$ cat src/hdl/vspd_pkg.sv
// package for the vector stream plot decoder
// widths, command bytes, register indexes, job and config types
// no dependencies
package vspd_pkg;

  localparam int BYTE_W      = 8;
  localparam int COORD_W     = 16;
  localparam int ZOOM_W      = 5;
  localparam int PROD_W      = COORD_W + ZOOM_W;
  localparam int POS_W       = 22;
  localparam int CFG_DATA_W  = 16;
  localparam int DIV_STEPS   = PROD_W;
  localparam int CNT_W       = $clog2(DIV_STEPS + 1);
  localparam int QUEUE_DEPTH = 2;
  localparam int QPTR_W      = $clog2(QUEUE_DEPTH);
  localparam int QCNT_W      = $clog2(QUEUE_DEPTH + 1);

  localparam logic [BYTE_W-1:0] CMD_POINT  = 8'h1C;
  localparam logic [BYTE_W-1:0] CMD_VECTOR = 8'h1D;

  typedef enum logic [1:0] {
    REG_ZOOM          = 2'd0,
    REG_SCALE_DIVISOR = 2'd1,
    REG_OFFSET_H      = 2'd2,
    REG_OFFSET_V      = 2'd3
  } cfg_idx_t;

  typedef enum logic [1:0] {
    JOB_VECTOR = 2'd0,
    JOB_POINT  = 2'd1,
    JOB_DARK   = 2'd2
  } job_kind_t;

  typedef struct packed {
    job_kind_t          kind;
    logic [COORD_W-1:0] raw_x;
    logic [COORD_W-1:0] raw_y;
  } job_t;

  typedef struct packed {
    logic [ZOOM_W-1:0]         zoom;
    logic [ZOOM_W-1:0]         scale_divisor;
    logic signed [COORD_W-1:0] offset_horizontal;
    logic signed [COORD_W-1:0] offset_vertical;
  } cfg_t;

endpackage

$ cat src/hdl/vspd_if.sv
// channel interfaces: command byte stream, draw requests, register writes
// depends on vspd_pkg
interface vspd_byte_if import vspd_pkg::*; ();
  logic              valid;
  logic              ready;
  logic [BYTE_W-1:0] stream_byte;
  modport source (output valid, output stream_byte, input ready);
  modport sink (input valid, input stream_byte, output ready);
endinterface

interface vspd_draw_if import vspd_pkg::*; ();
  logic                    valid;
  logic                    ready;
  logic                    draw_kind;
  logic signed [POS_W-1:0] start_x;
  logic signed [POS_W-1:0] start_y;
  logic signed [POS_W-1:0] end_x;
  logic signed [POS_W-1:0] end_y;
  modport source (output valid, output draw_kind, output start_x, output start_y,
                  output end_x, output end_y, input ready);
  modport sink (input valid, input draw_kind, input start_x, input start_y,
                input end_x, input end_y, output ready);
endinterface

interface vspd_cfg_if import vspd_pkg::*; ();
  logic                  valid;
  logic                  ready;
  cfg_idx_t              index;
  logic [CFG_DATA_W-1:0] data;
  modport source (output valid, output index, output data, input ready);
  modport sink (input valid, input index, input data, output ready);
endinterface

$ cat src/hdl/vspd_front.sv
// front end: byte parser, mode tracking, coordinate assembly
// depends on vspd_pkg and vspd_if; pushes one job per finished coordinate
module vspd_front import vspd_pkg::*; (
  input  logic             clk,
  input  logic             rst,
  vspd_byte_if.sink        stream,
  output logic             job_valid,
  input  logic             job_ready,
  output job_t             job
);

  typedef enum logic [3:0] {
    PH_Y_HIGH = 4'b0001,
    PH_Y_LOW  = 4'b0010,
    PH_X_HIGH = 4'b0100,
    PH_X_LOW  = 4'b1000
  } phase_t;

  phase_t             phase;
  logic               point_mode;
  logic               dark_pending;
  logic [COORD_W-1:0] raw_y;
  logic [BYTE_W-1:0]  raw_x_high;
  logic               accept;

  assign stream.ready = (phase != PH_X_LOW) || job_ready;
  assign accept       = stream.valid && stream.ready;
  assign job_valid    = stream.valid && (phase == PH_X_LOW);

  always_comb begin
    job.raw_x = {raw_x_high, stream.stream_byte};
    job.raw_y = raw_y;
    if (point_mode) begin
      job.kind = JOB_POINT;
    end else if (dark_pending) begin
      job.kind = JOB_DARK;
    end else begin
      job.kind = JOB_VECTOR;
    end
  end

  always_ff @(posedge clk) begin
    if (rst) begin
      phase        <= PH_Y_HIGH;
      point_mode   <= 1'b0;
      dark_pending <= 1'b1;
      raw_y        <= '0;
      raw_x_high   <= '0;
    end else if (accept) begin
      case (phase)
        PH_Y_HIGH: begin
          if (stream.stream_byte == CMD_VECTOR) begin
            if (!point_mode) begin
              dark_pending <= 1'b1;
            end
            point_mode <= 1'b0;
          end else if (stream.stream_byte == CMD_POINT) begin
            point_mode <= 1'b1;
          end else begin
            raw_y[COORD_W-1:BYTE_W] <= stream.stream_byte;
            phase                   <= PH_Y_LOW;
          end
        end
        PH_Y_LOW: begin
          raw_y[BYTE_W-1:0] <= stream.stream_byte;
          phase             <= PH_X_HIGH;
        end
        PH_X_HIGH: begin
          raw_x_high <= stream.stream_byte;
          phase      <= PH_X_LOW;
        end
        PH_X_LOW: begin
          // dark move consumed here, points leave it alone
          if (!point_mode) begin
            dark_pending <= 1'b0;
          end
          phase <= PH_Y_HIGH;
        end
        default: begin
          phase <= PH_Y_HIGH;
        end
      endcase
    end
  end

  a_last_byte_pushes: assert property (@(posedge clk) disable iff (rst)
    (accept && phase == PH_X_LOW) |-> (job_valid && job_ready))
    else $error("final coordinate byte taken without a job push");

  a_dark_cleared_after_vector: assert property (@(posedge clk) disable iff (rst)
    (accept && phase == PH_X_LOW && !point_mode) |=> !dark_pending)
    else $error("dark move still pending after a vector coordinate");

endmodule

$ cat src/hdl/vspd_queue.sv
// two-entry job queue between front and back
// depends on vspd_pkg
module vspd_queue import vspd_pkg::*; (
  input  logic clk,
  input  logic rst,
  input  logic push_valid,
  output logic push_ready,
  input  job_t push_job,
  output logic pop_valid,
  input  logic pop_ready,
  output job_t pop_job
);

  job_t              entries [QUEUE_DEPTH];
  logic [QPTR_W-1:0] wr_ptr;
  logic [QPTR_W-1:0] rd_ptr;
  logic [QCNT_W-1:0] count;
  logic              push;
  logic              pop;

  assign push_ready = (count != QCNT_W'(QUEUE_DEPTH));
  assign pop_valid  = (count != '0);
  assign pop_job    = entries[rd_ptr];
  assign push       = push_valid && push_ready;
  assign pop        = pop_valid && pop_ready;

  always_ff @(posedge clk) begin
    if (push) begin
      entries[wr_ptr] <= push_job;
    end
  end

  always_ff @(posedge clk) begin
    if (rst) begin
      wr_ptr <= '0;
      rd_ptr <= '0;
      count  <= '0;
    end else begin
      if (push) begin
        wr_ptr <= (wr_ptr == QPTR_W'(QUEUE_DEPTH - 1)) ? '0 : wr_ptr + 1'b1;
      end
      if (pop) begin
        rd_ptr <= (rd_ptr == QPTR_W'(QUEUE_DEPTH - 1)) ? '0 : rd_ptr + 1'b1;
      end
      if (push && !pop) begin
        count <= count + 1'b1;
      end else if (pop && !push) begin
        count <= count - 1'b1;
      end
    end
  end

endmodule

$ cat src/hdl/vspd_back.sv
// back end: zoom multiply, restoring divide, offset add, draw request register
// depends on vspd_pkg and vspd_if; keeps the last scaled position
module vspd_back import vspd_pkg::*; (
  input  logic        clk,
  input  logic        rst,
  input  cfg_t        cfg,
  input  logic        job_valid,
  output logic        job_ready,
  input  job_t        job,
  vspd_draw_if.source draw
);

  typedef enum logic [2:0] {
    S_IDLE = 3'b001,
    S_DIV  = 3'b010,
    S_EMIT = 3'b100
  } state_t;

  typedef struct packed {
    logic [ZOOM_W-1:0] rem;
    logic [PROD_W-1:0] dvd;
  } div_t;

  state_t                  state;
  job_kind_t               kind;
  div_t                    div_x;
  div_t                    div_y;
  logic [CNT_W-1:0]        count;
  logic signed [POS_W-1:0] last_x;
  logic signed [POS_W-1:0] last_y;
  logic [ZOOM_W-1:0]       divisor;
  div_t                    div_x_next;
  div_t                    div_y_next;
  logic signed [POS_W-1:0] pos_x;
  logic signed [POS_W-1:0] pos_y;
  logic                    out_free;
  logic                    load_out;

  // one restoring step: quotient bit shifts into the dividend's low end
  function automatic div_t div_step(div_t cur, logic [ZOOM_W-1:0] d);
    logic [ZOOM_W:0] trial;
    div_t            res;
    trial = {cur.rem, cur.dvd[PROD_W-1]};
    if (trial >= {1'b0, d}) begin
      res.rem = ZOOM_W'(trial - {1'b0, d});
      res.dvd = {cur.dvd[PROD_W-2:0], 1'b1};
    end else begin
      res.rem = trial[ZOOM_W-1:0];
      res.dvd = {cur.dvd[PROD_W-2:0], 1'b0};
    end
    return res;
  endfunction

  assign divisor    = (cfg.scale_divisor == '0) ? ZOOM_W'(1) : cfg.scale_divisor;
  assign div_x_next = div_step(div_x, divisor);
  assign div_y_next = div_step(div_y, divisor);
  assign pos_x      = POS_W'(signed'({1'b0, div_x.dvd})) + POS_W'(cfg.offset_horizontal);
  assign pos_y      = POS_W'(signed'({1'b0, div_y.dvd})) + POS_W'(cfg.offset_vertical);
  assign job_ready  = (state == S_IDLE);
  assign out_free   = !draw.valid || draw.ready;
  assign load_out   = (state == S_EMIT) && (kind != JOB_DARK) && out_free;

  always_ff @(posedge clk) begin
    if (rst) begin
      state  <= S_IDLE;
      count  <= '0;
      last_x <= '0;
      last_y <= '0;
    end else begin
      case (state)
        S_IDLE: begin
          if (job_valid) begin
            state <= S_DIV;
            count <= '0;
          end
        end
        S_DIV: begin
          count <= count + 1'b1;
          if (count == CNT_W'(DIV_STEPS - 1)) begin
            state <= S_EMIT;
          end
        end
        S_EMIT: begin
          if (kind == JOB_DARK || out_free) begin
            last_x <= pos_x;
            last_y <= pos_y;
            state  <= S_IDLE;
          end
        end
        default: begin
          state <= S_IDLE;
        end
      endcase
    end
  end

  always_ff @(posedge clk) begin
    if (state == S_IDLE && job_valid) begin
      kind      <= job.kind;
      div_x.rem <= '0;
      div_y.rem <= '0;
      div_x.dvd <= PROD_W'(job.raw_x) * PROD_W'(cfg.zoom);
      div_y.dvd <= PROD_W'(job.raw_y) * PROD_W'(cfg.zoom);
    end else if (state == S_DIV) begin
      div_x <= div_x_next;
      div_y <= div_y_next;
    end
  end

  always_ff @(posedge clk) begin
    if (rst) begin
      draw.valid <= 1'b0;
    end else if (load_out) begin
      draw.valid <= 1'b1;
    end else if (draw.ready) begin
      draw.valid <= 1'b0;
    end
  end

  always_ff @(posedge clk) begin
    if (load_out) begin
      draw.end_x <= pos_x;
      draw.end_y <= pos_y;
      if (kind == JOB_POINT) begin
        draw.draw_kind <= 1'b1;
        draw.start_x   <= '0;
        draw.start_y   <= '0;
      end else begin
        draw.draw_kind <= 1'b0;
        draw.start_x   <= last_x;
        draw.start_y   <= last_y;
      end
    end
  end

  a_pop_starts_divide: assert property (@(posedge clk) disable iff (rst)
    (job_valid && job_ready) |=> (state == S_DIV && count == '0))
    else $error("job taken without starting the divider");

  a_request_from_emit: assert property (@(posedge clk) disable iff (rst)
    $rose(draw.valid) |-> $past(state == S_EMIT))
    else $error("draw request raised outside the emit step");

  a_divide_complete: assert property (@(posedge clk) disable iff (rst)
    (state == S_EMIT) |-> (count == CNT_W'(DIV_STEPS)))
    else $error("emit reached before all quotient bits were formed");

endmodule

$ cat src/hdl/vector_stream_plot_decoder_unit.sv
// top level of the vector stream plot decoder
// depends on vspd_pkg, vspd_if, vspd_front, vspd_queue, vspd_back
//
// channel  role    payload                                  request
// stream   sink    stream_byte[7:0]                         one command byte
// draw     source  draw_kind, start_x/y, end_x/y [21:0]     one vector or point
// cfg      sink    index[1:0], data[15:0]                   one register write
//
// flow: bytes are taken one a cycle, the last byte of a coordinate only while the
//   two-entry job queue has room for it; the back end takes each coordinate through
//   a multiply, 21 restoring divide steps of one quotient bit each and an emit,
//   and pops the next coordinate from the queue only once the emit is done
// reset: rst is synchronous; registers return to zoom 1, divisor 1, offsets 0,
//   vector mode with a dark move pending and last position at the origin
// stalls: a held draw request stops the back end at its emit step, the queue
//   then fills and only the last byte of a coordinate is held off
// cfg is always ready; writes are meant for when the block is idle
module vector_stream_plot_decoder_unit import vspd_pkg::*; (
  input  logic        clk,
  input  logic        rst,
  vspd_byte_if.sink   stream,
  vspd_draw_if.source draw,
  vspd_cfg_if.sink    cfg
);

  // configuration registers, written from the cfg channel
  cfg_t cfg_regs;

  // front to queue
  logic push_valid;
  logic push_ready;
  job_t push_job;

  // queue to back
  logic pop_valid;
  logic pop_ready;
  job_t pop_job;

  // register writes never stall
  assign cfg.ready = 1'b1;

  always_ff @(posedge clk) begin
    if (rst) begin
      cfg_regs.zoom              <= ZOOM_W'(1);
      cfg_regs.scale_divisor     <= ZOOM_W'(1);
      cfg_regs.offset_horizontal <= '0;
      cfg_regs.offset_vertical   <= '0;
    end else if (cfg.valid) begin
      case (cfg.index)
        REG_ZOOM: begin
          cfg_regs.zoom <= cfg.data[ZOOM_W-1:0];
        end
        REG_SCALE_DIVISOR: begin
          cfg_regs.scale_divisor <= cfg.data[ZOOM_W-1:0];
        end
        REG_OFFSET_H: begin
          cfg_regs.offset_horizontal <= signed'(cfg.data[COORD_W-1:0]);
        end
        REG_OFFSET_V: begin
          cfg_regs.offset_vertical <= signed'(cfg.data[COORD_W-1:0]);
        end
        default: begin
          cfg_regs <= cfg_regs;
        end
      endcase
    end
  end

  // byte parser: mode bytes, coordinate assembly, dark move marking
  vspd_front u_front (
    .clk       (clk),
    .rst       (rst),
    .stream    (stream),
    .job_valid (push_valid),
    .job_ready (push_ready),
    .job       (push_job)
  );

  // decouples parsing from the slow scaling path
  vspd_queue u_queue (
    .clk        (clk),
    .rst        (rst),
    .push_valid (push_valid),
    .push_ready (push_ready),
    .push_job   (push_job),
    .pop_valid  (pop_valid),
    .pop_ready  (pop_ready),
    .pop_job    (pop_job)
  );

  // scaling, last position tracking and the draw request register
  vspd_back u_back (
    .clk       (clk),
    .rst       (rst),
    .cfg       (cfg_regs),
    .job_valid (pop_valid),
    .job_ready (pop_ready),
    .job       (pop_job),
    .draw      (draw)
  );

endmodule
$ cat src/flat_wrapper.sv
// flat-port wrapper written by rule: the top's interface ports become plain ports
module vector_stream_plot_decoder_unit_flat import vspd_pkg::*;
  (clk, rst, stream_valid, stream_stream_byte, stream_ready, draw_valid, draw_draw_kind, draw_start_x, draw_start_y, draw_end_x, draw_end_y, draw_ready, cfg_valid, cfg_index, cfg_data, cfg_ready);
  vspd_byte_if stream_i ();
  vspd_draw_if draw_i ();
  vspd_cfg_if cfg_i ();
  input  logic clk;
  input  logic rst;
  input wire logic [$bits(stream_i.valid)-1:0] stream_valid;
  input wire logic [$bits(stream_i.stream_byte)-1:0] stream_stream_byte;
  output wire logic [$bits(stream_i.ready)-1:0] stream_ready;
  output wire logic [$bits(draw_i.valid)-1:0] draw_valid;
  output wire logic [$bits(draw_i.draw_kind)-1:0] draw_draw_kind;
  output wire logic [$bits(draw_i.start_x)-1:0] draw_start_x;
  output wire logic [$bits(draw_i.start_y)-1:0] draw_start_y;
  output wire logic [$bits(draw_i.end_x)-1:0] draw_end_x;
  output wire logic [$bits(draw_i.end_y)-1:0] draw_end_y;
  input wire logic [$bits(draw_i.ready)-1:0] draw_ready;
  input wire logic [$bits(cfg_i.valid)-1:0] cfg_valid;
  input wire logic [$bits(cfg_i.index)-1:0] cfg_index;
  input wire logic [$bits(cfg_i.data)-1:0] cfg_data;
  output wire logic [$bits(cfg_i.ready)-1:0] cfg_ready;
  assign stream_i.valid = stream_valid;
  assign stream_i.stream_byte = stream_stream_byte;
  assign stream_ready = stream_i.ready;
  assign draw_valid = draw_i.valid;
  assign draw_draw_kind = draw_i.draw_kind;
  assign draw_start_x = draw_i.start_x;
  assign draw_start_y = draw_i.start_y;
  assign draw_end_x = draw_i.end_x;
  assign draw_end_y = draw_i.end_y;
  assign draw_i.ready = draw_ready;
  assign cfg_i.valid = cfg_valid;
  assign cfg_i.index = cfg_index;
  assign cfg_i.data = cfg_data;
  assign cfg_ready = cfg_i.ready;
  vector_stream_plot_decoder_unit u_core (.clk(clk), .rst(rst), .stream(stream_i), .draw(draw_i), .cfg(cfg_i));
endmodule
$ cat config.mk
export PLATFORM = sky130hd
export DESIGN_NAME = vector_stream_plot_decoder_unit_flat
export DESIGN_NICKNAME = d
export VERILOG_FILES = /design/src/hdl/vspd_pkg.sv /design/src/hdl/vspd_if.sv /design/src/hdl/vspd_front.sv /design/src/hdl/vspd_queue.sv /design/src/hdl/vspd_back.sv /design/src/hdl/vector_stream_plot_decoder_unit.sv /design/src/flat_wrapper.sv
export SDC_FILE = /design/constraint.sdc
export NUM_CORES = 1
export LEC_CHECK = 0
export BUFFER_PORTS_ARGS = -buffer_cell sky130_fd_sc_hd__buf_2
export CAP_MARGIN = 10
export CORE_MARGIN = 2
export CORE_UTILIZATION = 51
export DETAILED_ROUTE_END_ITERATION = 8
export GPL_ROUTABILITY_DRIVEN = 0
export PLACE_DENSITY_LB_ADDON = 0.3
export SLEW_MARGIN = 10
export SYNTH_ARGS = -nofsm -noshare
export SYNTH_HDL_FRONTEND = slang
export SYNTH_SLANG_ARGS = --single-unit
$ cat constraint.sdc
create_clock -name clk -period 7 [get_ports clk]
set_input_delay 1.4 -clock clk [delete_from_list [all_inputs] [get_ports clk]]
set_output_delay 1.4 -clock clk [all_outputs]
set_load 0.005 [all_outputs]
==> results.md <==
- PortBufs: 121
- Post-CTS Resized: 0
- Share of layout cells above drive strength 1: 0.110
- Number of flops mapped to enable cells by yosys: 201
- ANT cells: 0
- Top cell type's share of synthesized area: 0.290
- Max-slew violations: 0
- Detailed placer's ending HPWL: 32900 um
- Status: complete, no violations
- WL final: 44800 um
- Worst setup SP type: register
- Chip width: 206 um
- Final core occ: 0.574
- Worst Max-Slew Pin Slew: 1110 ps
- Pin count of the biggest net entering global routing: 104
- Mapped Cells: 2090
- Crit path time final: 5050 ps
- Setup CP Type: reg2reg
- Via Count: 15000
- Syn Area/Cell: 9.95 um2
- # rows: 73
- Clk root buf: clkbuf_16
- Fillcell total: 3394
- Fin Clk Skew: 19.5 ps
- Register area: 8840 um2
- Final Cell Area: 23000 um2
- Routed len/inst: 16.5 um
- Global-route wire length before repair: 72500 um
- Crit path max fanout: 19
- Power Density: 283 nW/um2
- Core box area: 40000 um2
- Number of H-tree levels: 2
- Vias in the first global route: 14300
- Clock Path Buffers: 3
- Synth area leader: edfxtp_1
- Hold Startpoint: u_core.u_back.last_y[9]
- CTS Hold Bufs: 0
- CTS Sinks: 341
- Nets: 2394
- Syn Nets: 2322
- Worst slew margin: 0.257
- Final period utilization: 0.722
- Area Growth Syn to Fin: 10.4%
- CTS tree: done
- Antenna-violating nets left: 0
- Setup TNS: 0 ps
- Worst min path class: reg2reg
- RSZ-0062 raised after global routing: no
- Critical Path End Type: register
- Mapped Area: 20800 um2
- Worst vdd ir: 0.000183 V
- Synth unique cells: 80
- Num CTS Buffers: 35
- P_leak: 9.61 nW
- Synthesis Warnings: 0
- Ports: 123
- Register clock-pin slew on the reported worst setup and hold paths: 60 ps
- DRC violation total after the first TritonRoute iteration: 853
- Top FF cell, synth: edfxtp_1
- Number of setup buffers added after CTS: 0
- First-pass iteration count of the detailed router: 5
- Antenna violations before repair: 0
- Tot GR Track Use: 0.211
- Dpl cell area: 21800 um2
- Area used by multi-input combinational logic: 11000 um2
- #FFs+latches synth: 341
- Global route total overflow: 0
- Die Span Y: 206 um
- DRC viols: 0
- Count of final setup violators: 0
- Post-synthesis async set-or-reset flop share: 0
- Maxcap violations: 0
- Starting density of the core: 0.520
- Top cells by area, synth: edfxtp_1 29%, dfxtp_1 13%, fa_1 8.5%
- Sequential area share after synthesis: 0.425
- Worst EP required: 7290 ps
- Clk_lat worst skew: 530 ps
- Critical Path AT: 5340 ps
- Hold WS: 447 ps
- Routed vias/inst: 5.51
- Fin. Hold Viols: 0
- Max Fclk: 198 MHz
- Die area: 42400 um2
placed cells by master (no fill, tap or decap), types with 80 or more instances in the layout:
cell,n
nor2_1,111
o21ai_0,83
fa_1,88
buf_2,120
inv_1,149
edfxtp_1,201
and2_1,80
dfxtp_1,140
ha_1,113
nand2_1,236
nor2b_1,101
a21oi_1,140
stage by stage:
step / power (mW) / cells / worst slack [ps]
floorplan: 4.12 / 2090 / 1270
global placement: 4.55 / 2650 / 2100
detailed placement: 4.60 / 2650 / 2010
CTS: 6.52 / 2714 / 1970
global route: 6.89 / 2714 / 1650
finish: 6.51 / 2714 / 1950
synthesized netlist by cell type (80+ instances only):
library cell,number
edfxtp_1,201
clkbuf_1,87
nor2_1,114
and2_1,80
o21ai_0,83
fa_1,88
nor2b_1,101
ha_1,113
dfxtp_1,140
nand2_1,236
a21oi_1,140
inv_1,149
final cells by class:
cell class,count,area share
well taps,525,0.0286
multi-input cells,1498,0.480
repair buffers,135,0.0310
clock buffers,50,0.0433
clock inverters,14,0.00779
flip-flops and latches,341,0.385
inverters,151,0.0247
logic make-up after synthesis:
logic type	Yosys count	share of synthesized area
and+or+nand+nor	744	0.184
AOI/OAI and AO/OA	419	0.131
DFF	341	0.425
buffers and inverters	251	0.0467
adders and majority gates	201	0.153
muxes	76	0.0375
xor gates and xnor gates	57	0.0240
other	1	0.000180
state kept, by name, summed over array words and instances (netlist names), 2 cells and up, named ones only:
name / flops
u_core.u_queue.entries: 68
u_core.cfg_regs: 42
u_core.u_back.div_x: 26
u_core.u_back.div_y: 26
u_core.u_back.draw.end_x: 22
u_core.u_back.draw.end_y: 22
u_core.u_back.draw.start_x: 22
u_core.u_back.draw.start_y: 22
u_core.u_back.last_x: 22
u_core.u_back.last_y: 22
u_core.u_front.raw_y: 16
u_core.u_front.raw_x_high: 8
u_core.u_back.count: 5
u_core.u_front.phase: 4
u_core.u_back.state: 3
u_core.u_back.kind: 2
u_core.u_queue.count: 2
layer usage:
layer	part of all wire	up-vias	track usage
met1	0.47	7010	0.301
met2	0.45	460	0.337
met3	0.058	66	0.0282
met5	0	-	0
li1	-	7424	-
met4	0.024	0	0.0638
critical path, cell delays in order, from the launching register on:
cell	delay (ps)
dfxtp_1	340
buf_4	300
mux2i_1	470
nor2b_1	130
fa_1	530
fa_1	550
inv_1	50
fa_1	520
inv_1	40
ha_1	380
o211ai_1	110
o21ai_0	460
o211ai_1	190
and2_1	210
o2111a_1	250
a221o_1	250
final timing paths:
path	slack (ps)	endpoint	cells after the start
setup / recovery	1950	u_core.u_back.div_y[20]	15
hold / removal	450	u_core.u_back.last_y[9]	2
setup reg to reg	1950	u_core.u_back.div_y[20]	15
hold reg to reg	450	u_core.u_back.last_y[9]	2
power breakdown:
part	total (mW)	switching, mW	leakage, nW	internal [mW]
Clock	1.90	0.783	0.568	1.12
Sequential	2.59	0.155	3.10	2.44
Combinational	2.02	1.27	5.94	0.748
Note: power is estimated with default switching activity, not from simulation.
